<file path="src/hdl/qbi_pkg.sv">
// ----------------------------------------------------------------------------
// qbi_pkg
// Shared widths, register codes, reset values and result types.
// ----------------------------------------------------------------------------
package qbi_pkg;

  localparam int COUNT_WIDTH_DEF = 16;
  localparam int CFG_W   = 16;
  localparam int CFG_IDX_W = 2;
  localparam int DELTA_W = 16;
  localparam int TIME_W  = 16;

  localparam logic [CFG_W-1:0] REPORT_INTERVAL_RST = 16'd10;
  localparam logic [CFG_W-1:0] TIME_PRESCALE_RST   = 16'd1;
  localparam logic [CFG_W-1:0] DEBOUNCE_TIME_RST   = 16'd50;

  // direction per {last state, new dt}: set = count up
  localparam logic [7:0] DIR_MASK = 8'h66;

  localparam logic signed [DELTA_W-1:0] ACC_MAX = 16'sh7FFF;
  localparam logic signed [DELTA_W-1:0] ACC_MIN = 16'sh8000;

  typedef enum logic [CFG_IDX_W-1:0] {
    CFG_REPORT_INTERVAL = 2'd0,
    CFG_TIME_PRESCALE   = 2'd1,
    CFG_DEBOUNCE_TIME   = 2'd2
  } cfg_idx_e;

  typedef struct packed {
    logic              pressed;
    logic [TIME_W-1:0] elapsed;
  } btn_status_t;

  typedef struct packed {
    logic signed [DELTA_W-1:0] delta;
    logic                      pressed;
    logic [TIME_W-1:0]         elapsed;
  } result_t;

endpackage

</file>
<file path="src/hdl/qbi_button.sv">
// ----------------------------------------------------------------------------
// qbi_button
// Prescaled elapsed-time counter and two-sample button debounce.
// ----------------------------------------------------------------------------
module qbi_button #(
  parameter int COUNT_WIDTH = qbi_pkg::COUNT_WIDTH_DEF
) (
  input  logic                          clk_i,
  input  logic                          rst_ni,
  input  logic                          accept_i,
  input  logic                          level_i,
  input  logic [qbi_pkg::CFG_W-1:0]     time_prescale_i,
  input  logic [qbi_pkg::CFG_W-1:0]     debounce_time_i,
  output qbi_pkg::btn_status_t          status_o
);

  localparam int CmpW = (COUNT_WIDTH > qbi_pkg::CFG_W) ? COUNT_WIDTH : qbi_pkg::CFG_W;

  logic [COUNT_WIDTH-1:0]        prescale_q, prescale_d, pc_bump, pc_new;
  logic [qbi_pkg::TIME_W-1:0]    elapsed_q, elapsed_d, el_inc, el_new;
  logic                          prior_q, prior_d, pressed_q, pressed_d;
  logic                          unit_tick, sample_en, sample, flip;
  logic                          prior_new, pressed_new;

  always_comb begin
    pc_bump   = (prescale_q == '1) ? prescale_q : prescale_q + COUNT_WIDTH'(1);
    unit_tick = CmpW'(pc_bump) >= CmpW'(time_prescale_i);
    pc_new    = unit_tick ? '0 : pc_bump;
    el_inc    = (unit_tick && elapsed_q != '1) ? elapsed_q + qbi_pkg::TIME_W'(1)
                                               : elapsed_q;
    // sample only once the settle time has run out
    sample_en   = el_inc >= debounce_time_i;
    sample      = ~level_i;
    flip        = sample_en && (sample == prior_q) && (sample != pressed_q);
    el_new      = flip ? '0 : el_inc;
    pressed_new = flip ? sample : pressed_q;
    prior_new   = sample_en ? sample : prior_q;

    prescale_d = accept_i ? pc_new      : prescale_q;
    elapsed_d  = accept_i ? el_new      : elapsed_q;
    prior_d    = accept_i ? prior_new   : prior_q;
    pressed_d  = accept_i ? pressed_new : pressed_q;

    status_o.pressed = pressed_new;
    status_o.elapsed = el_new;
  end

  always_ff @(posedge clk_i or negedge rst_ni) begin
    if (!rst_ni) begin
      prescale_q <= '0;
      elapsed_q  <= '0;
      prior_q    <= 1'b0;
      pressed_q  <= 1'b0;
    end else begin
      prescale_q <= prescale_d;
      elapsed_q  <= elapsed_d;
      prior_q    <= prior_d;
      pressed_q  <= pressed_d;
    end
  end

endmodule

</file>
<file path="src/hdl/qbi_encoder.sv">
// ----------------------------------------------------------------------------
// qbi_encoder
// Quadrature transition decode into a saturating signed step accumulator.
// ----------------------------------------------------------------------------
module qbi_encoder (
  input  logic                                clk_i,
  input  logic                                rst_ni,
  input  logic                                accept_i,
  input  logic                                enc_dt_i,
  input  logic                                enc_clk_i,
  input  logic                                report_i,
  output logic signed [qbi_pkg::DELTA_W-1:0]  delta_o
);

  logic [1:0]                         last_q, last_d, now_st, diff;
  logic signed [qbi_pkg::DELTA_W-1:0] accum_q, accum_d, acc_new;
  logic                               single, up;

  always_comb begin
    now_st  = {enc_dt_i, enc_clk_i};
    diff    = now_st ^ last_q;
    single  = (diff == 2'b01) || (diff == 2'b10);
    up      = qbi_pkg::DIR_MASK[{last_q, now_st[1]}];
    acc_new = accum_q;
    if (single) begin
      if (up) begin
        if (accum_q != qbi_pkg::ACC_MAX) acc_new = accum_q + 16'sd1;
      end else begin
        if (accum_q != qbi_pkg::ACC_MIN) acc_new = accum_q - 16'sd1;
      end
    end
    // a report hands the count out and restarts from zero
    accum_d = accept_i ? (report_i ? '0 : acc_new) : accum_q;
    last_d  = accept_i ? now_st : last_q;
    delta_o = acc_new;
  end

  always_ff @(posedge clk_i or negedge rst_ni) begin
    if (!rst_ni) begin
      last_q  <= '0;
      accum_q <= '0;
    end else begin
      last_q  <= last_d;
      accum_q <= accum_d;
    end
  end

endmodule

</file>
<file path="src/hdl/qbi_outbuf.sv">
// ----------------------------------------------------------------------------
// qbi_outbuf
// Output register with one skid entry; decouples out_ready from in_ready.
// ----------------------------------------------------------------------------
module qbi_outbuf (
  input  logic              clk_i,
  input  logic              rst_ni,
  input  logic              push_i,
  input  qbi_pkg::result_t  push_data_i,
  output logic              space_o,
  output logic              out_valid_o,
  input  logic              out_ready_i,
  output qbi_pkg::result_t  out_data_o
);

  logic             out_valid_q, out_valid_d, skid_valid_q, skid_valid_d;
  qbi_pkg::result_t out_q, out_d, skid_q, skid_d;

  always_comb begin
    out_valid_d  = out_valid_q;
    out_d        = out_q;
    skid_valid_d = skid_valid_q;
    skid_d       = skid_q;
    if (!out_valid_q || out_ready_i) begin
      if (skid_valid_q) begin
        out_valid_d  = 1'b1;
        out_d        = skid_q;
        skid_valid_d = 1'b0;
      end else begin
        out_valid_d = push_i;
        out_d       = push_data_i;
      end
    end else if (push_i) begin
      // output stalled: park the new request
      skid_valid_d = 1'b1;
      skid_d       = push_data_i;
    end
  end

  always_ff @(posedge clk_i or negedge rst_ni) begin
    if (!rst_ni) begin
      out_valid_q  <= 1'b0;
      skid_valid_q <= 1'b0;
    end else begin
      out_valid_q  <= out_valid_d;
      skid_valid_q <= skid_valid_d;
    end
  end

  always_ff @(posedge clk_i) begin
    out_q  <= out_d;
    skid_q <= skid_d;
  end

  assign space_o     = ~skid_valid_q;
  assign out_valid_o = out_valid_q;
  assign out_data_o  = out_q;

endmodule

</file>
<file path="src/hdl/quadrature_and_button_input.sv">
// ----------------------------------------------------------------------------
// quadrature_and_button_input
// Quadrature encoder decoder and debounced button with periodic reports.
// ----------------------------------------------------------------------------
// Usage:
//   Input channel (in_valid_i/in_ready_o): one request per sampling tick with
//   the encoder pins enc_dt_i, enc_clk_i and the active-low button_level_i.
//   Output channel (out_valid_o/out_ready_i): one report every
//   report_interval ticks with the net position delta, the debounced button
//   state and its elapsed time, all reflecting the reporting tick itself.
//   Config channel (cfg_valid_i/cfg_ready_o): index 0 report_interval,
//   1 time_prescale, 2 debounce_time; index 3 is ignored. Always ready;
//   write only while no request is in flight.
// Timing:
//   One request per cycle while in_ready_o is high. All state updates in
//   the accepting cycle; a report is registered in the output register.
// Stall:
//   An output register plus one skid entry. in_ready_o drops only when a
//   report is parked in the skid entry, i.e. after a report arrived while
//   the output was stalled; it returns the cycle after the output drains.
// Reset:
//   Counters, accumulator and button state clear to zero (not pressed);
//   registers return to 10 / 1 / 50. No reports pending.
// ----------------------------------------------------------------------------
module quadrature_and_button_input #(
  parameter int COUNT_WIDTH = qbi_pkg::COUNT_WIDTH_DEF
) (
  input  logic                                clk_i,
  input  logic                                rst_ni,
  // config writes
  input  logic                                cfg_valid_i,
  output logic                                cfg_ready_o,
  input  logic [qbi_pkg::CFG_IDX_W-1:0]       cfg_index_i,
  input  logic [qbi_pkg::CFG_W-1:0]           cfg_data_i,
  // tick requests
  input  logic                                in_valid_i,
  output logic                                in_ready_o,
  input  logic                                enc_dt_i,
  input  logic                                enc_clk_i,
  input  logic                                button_level_i,
  // reports
  output logic                                out_valid_o,
  input  logic                                out_ready_i,
  output logic signed [qbi_pkg::DELTA_W-1:0]  position_delta_o,
  output logic                                button_pressed_o,
  output logic [qbi_pkg::TIME_W-1:0]          button_time_o
);

  localparam int CmpW = (COUNT_WIDTH > qbi_pkg::CFG_W) ? COUNT_WIDTH : qbi_pkg::CFG_W;

  logic [qbi_pkg::CFG_W-1:0] report_interval_q, time_prescale_q, debounce_time_q;
  logic [COUNT_WIDTH-1:0]    report_cnt_q, report_cnt_d, rc_bump;
  logic                      accept, report;
  logic signed [qbi_pkg::DELTA_W-1:0] delta;
  qbi_pkg::btn_status_t      btn_status;
  qbi_pkg::result_t          result, out_data;

  assign cfg_ready_o = 1'b1;
  assign accept      = in_valid_i & in_ready_o;

  // Config registers; unused index drops the write.
  always_ff @(posedge clk_i or negedge rst_ni) begin
    if (!rst_ni) begin
      report_interval_q <= qbi_pkg::REPORT_INTERVAL_RST;
      time_prescale_q   <= qbi_pkg::TIME_PRESCALE_RST;
      debounce_time_q   <= qbi_pkg::DEBOUNCE_TIME_RST;
    end else if (cfg_valid_i && cfg_ready_o) begin
      unique case (qbi_pkg::cfg_idx_e'(cfg_index_i))
        qbi_pkg::CFG_REPORT_INTERVAL: report_interval_q <= cfg_data_i;
        qbi_pkg::CFG_TIME_PRESCALE:   time_prescale_q   <= cfg_data_i;
        qbi_pkg::CFG_DEBOUNCE_TIME:   debounce_time_q   <= cfg_data_i;
        default: ;
      endcase
    end
  end

  // Report tick counter: saturating bump, fires at >= interval
  // (an interval of zero reports every tick).
  always_comb begin
    rc_bump      = (report_cnt_q == '1) ? report_cnt_q : report_cnt_q + COUNT_WIDTH'(1);
    report       = CmpW'(rc_bump) >= CmpW'(report_interval_q);
    report_cnt_d = accept ? (report ? '0 : rc_bump) : report_cnt_q;
  end

  always_ff @(posedge clk_i or negedge rst_ni) begin
    if (!rst_ni) begin
      report_cnt_q <= '0;
    end else begin
      report_cnt_q <= report_cnt_d;
    end
  end

  qbi_button #(
    .COUNT_WIDTH (COUNT_WIDTH)
  ) u_button (
    .clk_i           (clk_i),
    .rst_ni          (rst_ni),
    .accept_i        (accept),
    .level_i         (button_level_i),
    .time_prescale_i (time_prescale_q),
    .debounce_time_i (debounce_time_q),
    .status_o        (btn_status)
  );

  qbi_encoder u_encoder (
    .clk_i     (clk_i),
    .rst_ni    (rst_ni),
    .accept_i  (accept),
    .enc_dt_i  (enc_dt_i),
    .enc_clk_i (enc_clk_i),
    .report_i  (report),
    .delta_o   (delta)
  );

  // report carries both the encoder and the button updates of this tick
  always_comb begin
    result.delta   = delta;
    result.pressed = btn_status.pressed;
    result.elapsed = btn_status.elapsed;
  end

  qbi_outbuf u_outbuf (
    .clk_i       (clk_i),
    .rst_ni      (rst_ni),
    .push_i      (accept & report),
    .push_data_i (result),
    .space_o     (in_ready_o),
    .out_valid_o (out_valid_o),
    .out_ready_i (out_ready_i),
    .out_data_o  (out_data)
  );

  assign position_delta_o = out_data.delta;
  assign button_pressed_o = out_data.pressed;
  assign button_time_o    = out_data.elapsed;

endmodule

</file>
<file path="config.mk">
export PLATFORM = sky130hd
export DESIGN_NAME = quadrature_and_button_input
export DESIGN_NICKNAME = d
export VERILOG_FILES = /design/src/hdl/qbi_pkg.sv /design/src/hdl/qbi_button.sv /design/src/hdl/qbi_encoder.sv /design/src/hdl/qbi_outbuf.sv /design/src/hdl/quadrature_and_button_input.sv
export SDC_FILE = /design/constraint.sdc
export NUM_CORES = 1
export LEC_CHECK = 0
export BUFFER_PORTS_ARGS = -buffer_cell sky130_fd_sc_hd__buf_4
export CORE_UTILIZATION = 45
export DETAILED_ROUTE_END_ITERATION = 7
export GPL_TIMING_DRIVEN = 0
export PLACE_DENSITY = 0.72
export SETUP_SLACK_MARGIN = 0.3
export SLEW_MARGIN = 20
export SYNTH_ARGS = -nofsm -noshare
export SYNTH_HDL_FRONTEND = slang
export SYNTH_SLANG_ARGS = --single-unit
</file>
<file path="constraint.sdc">
create_clock -name clk_i -period 13.3 [get_ports clk_i]
set_input_delay 2.66 -clock clk_i [delete_from_list [all_inputs] [get_ports clk_i]]
set_output_delay 2.66 -clock clk_i [all_outputs]
set_load 0.05 [all_outputs]
</file>
==> run summary <==
Core ar.: 22600 um^2
path type of the worst setup path: reg -> reg
Ant. Diodes: 0
most frequent cells in the layout: nand2_1, dfrtp_1, nor2_1
relative slew slack: 37.0%
Initial Utilization: 45.7%
Post-CTS Repair Setup Buffers: 0
setup violators final: 0
Area Growth Syn to Fin: 14.6%
CTS Buf Count: 17
H-tree depth: 4
EDFF count, synth: 66
largest net degree at the start of global routing: 77
post-detail-place hpwl: 18800 um
GRT overflow: 0
initial antenna violation count: 0
Max Cap Violations: 0
flop2flop setup slack: 6580 ps
crit end category: register
Worst Reg2Reg Path Length in Cells: 23
RSZ-0062 raised after global routing: no
Leak Pwr: 5.18 nW
Die Width: 153 um
HP Class: reg -> reg
Seq cells post-synth: 184
CTS resizes: 0
CP Data Required Time: 13530 ps
TritonCTS clock tree: yes
crit path launch type: register
synthesized area: 10300 um^2
Ports: 62
cells after synthesis: 1031
Worst setup endpoint: u_outbuf.out_data_o[12]
Warnings, synthesis: 0
IO Port Bufs: 60
Worst-Margin Slew: 945 ps
worst r2r dst: u_outbuf.out_data_o[12]
gr usage total: 22.8%
fin crit period: 6720 ps
CTS Buffer Depth: 2
CTS Hold Bufs: 0
crit-path max FO: 10
Power, Total: 1.87 mW
share of cells above drive strength 1: 16.8%
vias in the first global route: 7889
status: complete, no violations
Synth Net Count: 1111
final WL: 25900 um
Antenna Violating Nets Remaining: 0
DIE AREA: 23500 um^2
Worst EP arrival: 6950 ps
Reg clk slew, reported paths: 70 ps
sequential share of the synthesized area: 47.9%
vias: 8293
first-pass GRT wire length: 41900 um
Clock Latency Late Sink: 440 ps
reg2reg start: u_button.prescale_q[4]
most common cell after layout, fill and taps aside: nand2_1
Placer Congestion: 0.964
pwr dens: 158 nW/um^2
nets@finish: 1195
average size of a mapped cell: 10.0 um^2
ys flop type: dfrtp_1
async set-reset flop share out of synthesis: 64.1%
DRC violations left: 0
register area: 4940 um^2
Fin Setup TNS: 0 ps
Max Slew Vio Count: 0
Root Driver: clkbuf_16
Setup Skew: 14.7 ps
post-DR vias/cell: 5.87
Pre-Repair DR Iteration Count: 7
fmax: 149 MHz
clock tree sinks: 184
Final Hold Viols: 0
Initial DRC Count: 633
Multi-input gate area: 4940 um^2
Layout fillers: 2041
VDD IR max: 0.0000838 V
synth unique cells: 72
chip height: 153 um
crit path launch: u_button.prescale_q[4]
Core Rows: 55
Avg WL per Cell: 18.3 um
part of the cycle the worst path needs: 50.5%
==> metrics by stage <==
step	area, um^2	util [%]	setup slack [ps]	hold slack, ps	cells
floorplan	10300	-	6920	475	1031
global placement	11100	49.3	5450	489	1376
detailed placement	11200	49.7	6850	494	1381
CTS	11800	52.4	6760	512	1413
global route	11800	52.4	6170	524	1413
finish	11800	52.4	6580	507	1413
==> per-layer routing <==
metal	GRT usage [%]	vias up	wire length (um)
li1	-	3912	-
met1	33.1	4039	12200
met2	34.4	299	11500
met3	3.91	43	1580
met4	7.33	0	506
met5	0	-	0
==> worst max-delay path: stages (launching register included) <==
cell and delay (ps):
dfrtp_1 430, and3_1 250, nand3_1 180, nor2_1 270
nand2_1 130, clkbuf_1 250, mux2_2 360, ha_1 280
nand2_1 50, o21ai_0 180, a41oi_1 230, o21ai_1 530
buf_2 350, nand2_1 120, xor2_1 410, inv_1 100
ha_1 310, a211oi_1 210, nand2_1 80, o311ai_1 530
a21boi_1 340, clkbuf_1 320, a41o_1 310, o31ai_1 280
==> kinds of logic (layout without fill, tap and decap cells) <==
kind of cell	count (synthesis)	after routing	synth area share, %
and+or+nand+nor	339	339	15.9
adders and majority gates	54	54	6.55
muxes	57	57	6.16
AOI/OAI and AO/OA	241	241	15.6
buffers and inverters	112	209	4.28
other	1	1	0.0363
DFF	184	184	47.9
xor gates and xnor gates	43	43	3.65
==> cells in the mapped netlist, types with 3 or more instances <==
library cell  count  area share [%]
nand2_1         117             4.3
dfrtp_1         112              27
nor2_1           67             2.4
edfxtp_1         66              19
inv_1            66             2.4
o21ai_0          66             3.2
ha_1             54             6.5
mux2_2           52             5.7
a21oi_1          46             2.2
nand3_1          38             1.8
a22o_1           32             2.7
clkbuf_1         28             1.0
xnor2_1          27             2.3
nor3_1           20            0.97
o31ai_1          19             1.4
and3_1           17             1.0
nand4_1          16            0.97
xor2_1           16             1.4
a31oi_1          15            0.91
and2_1           13            0.79
nor4_1           13            0.79
buf_2            12            0.58
a21o_1            8            0.58
nor2b_1           8            0.49
o21a_1            8            0.58
a211oi_1          6            0.44
dfstp_2           6             1.5
mux2i_1           5            0.49
nand2b_1          5            0.30
o211ai_1          5            0.36
a31o_2            4            0.34
o21ai_1           4            0.19
and4_1            3            0.25
o41ai_1           3            0.25
or4_1             3            0.22
==> where the power goes <==
group	leakage [nW]	internal, mW	switching (mW)
Clock	0.286	0.297	0.232
Sequential	2.18	0.700	0.0688
Combinational	2.71	0.214	0.356
Total	5.18	1.21	0.657
==> layout make-up <==
cell class | instances | area share (%)
buffer | 45 | 1.61
clock buffer | 18 | 3.63
clock inverter | 14 | 1.47
inverter | 67 | 2.13
multi-input combinational | 735 | 41.8
sequential | 184 | 41.8
tap | 285 | 3.02
timing repair buffer | 65 | 4.53
==> how the worst min path moves through the flow <==
stage                         from             endpoint  slack (ps)  depth (start not counted)
2_1_floorplan      report_cnt_q[1]      report_cnt_q[1]         480                          2
3_3_place_gp   debounce_time_q[11]  debounce_time_q[11]         490                          1
3_5_place_dp   time_prescale_q[14]  time_prescale_q[14]         490                          1
4_1_cts        time_prescale_q[13]  time_prescale_q[13]         510                          1
5_1_grt         time_prescale_q[2]   time_prescale_q[2]         520                          1
6_report        time_prescale_q[3]   time_prescale_q[3]         510                          1
No activity file was read; power rests on OpenSTA's default activity.
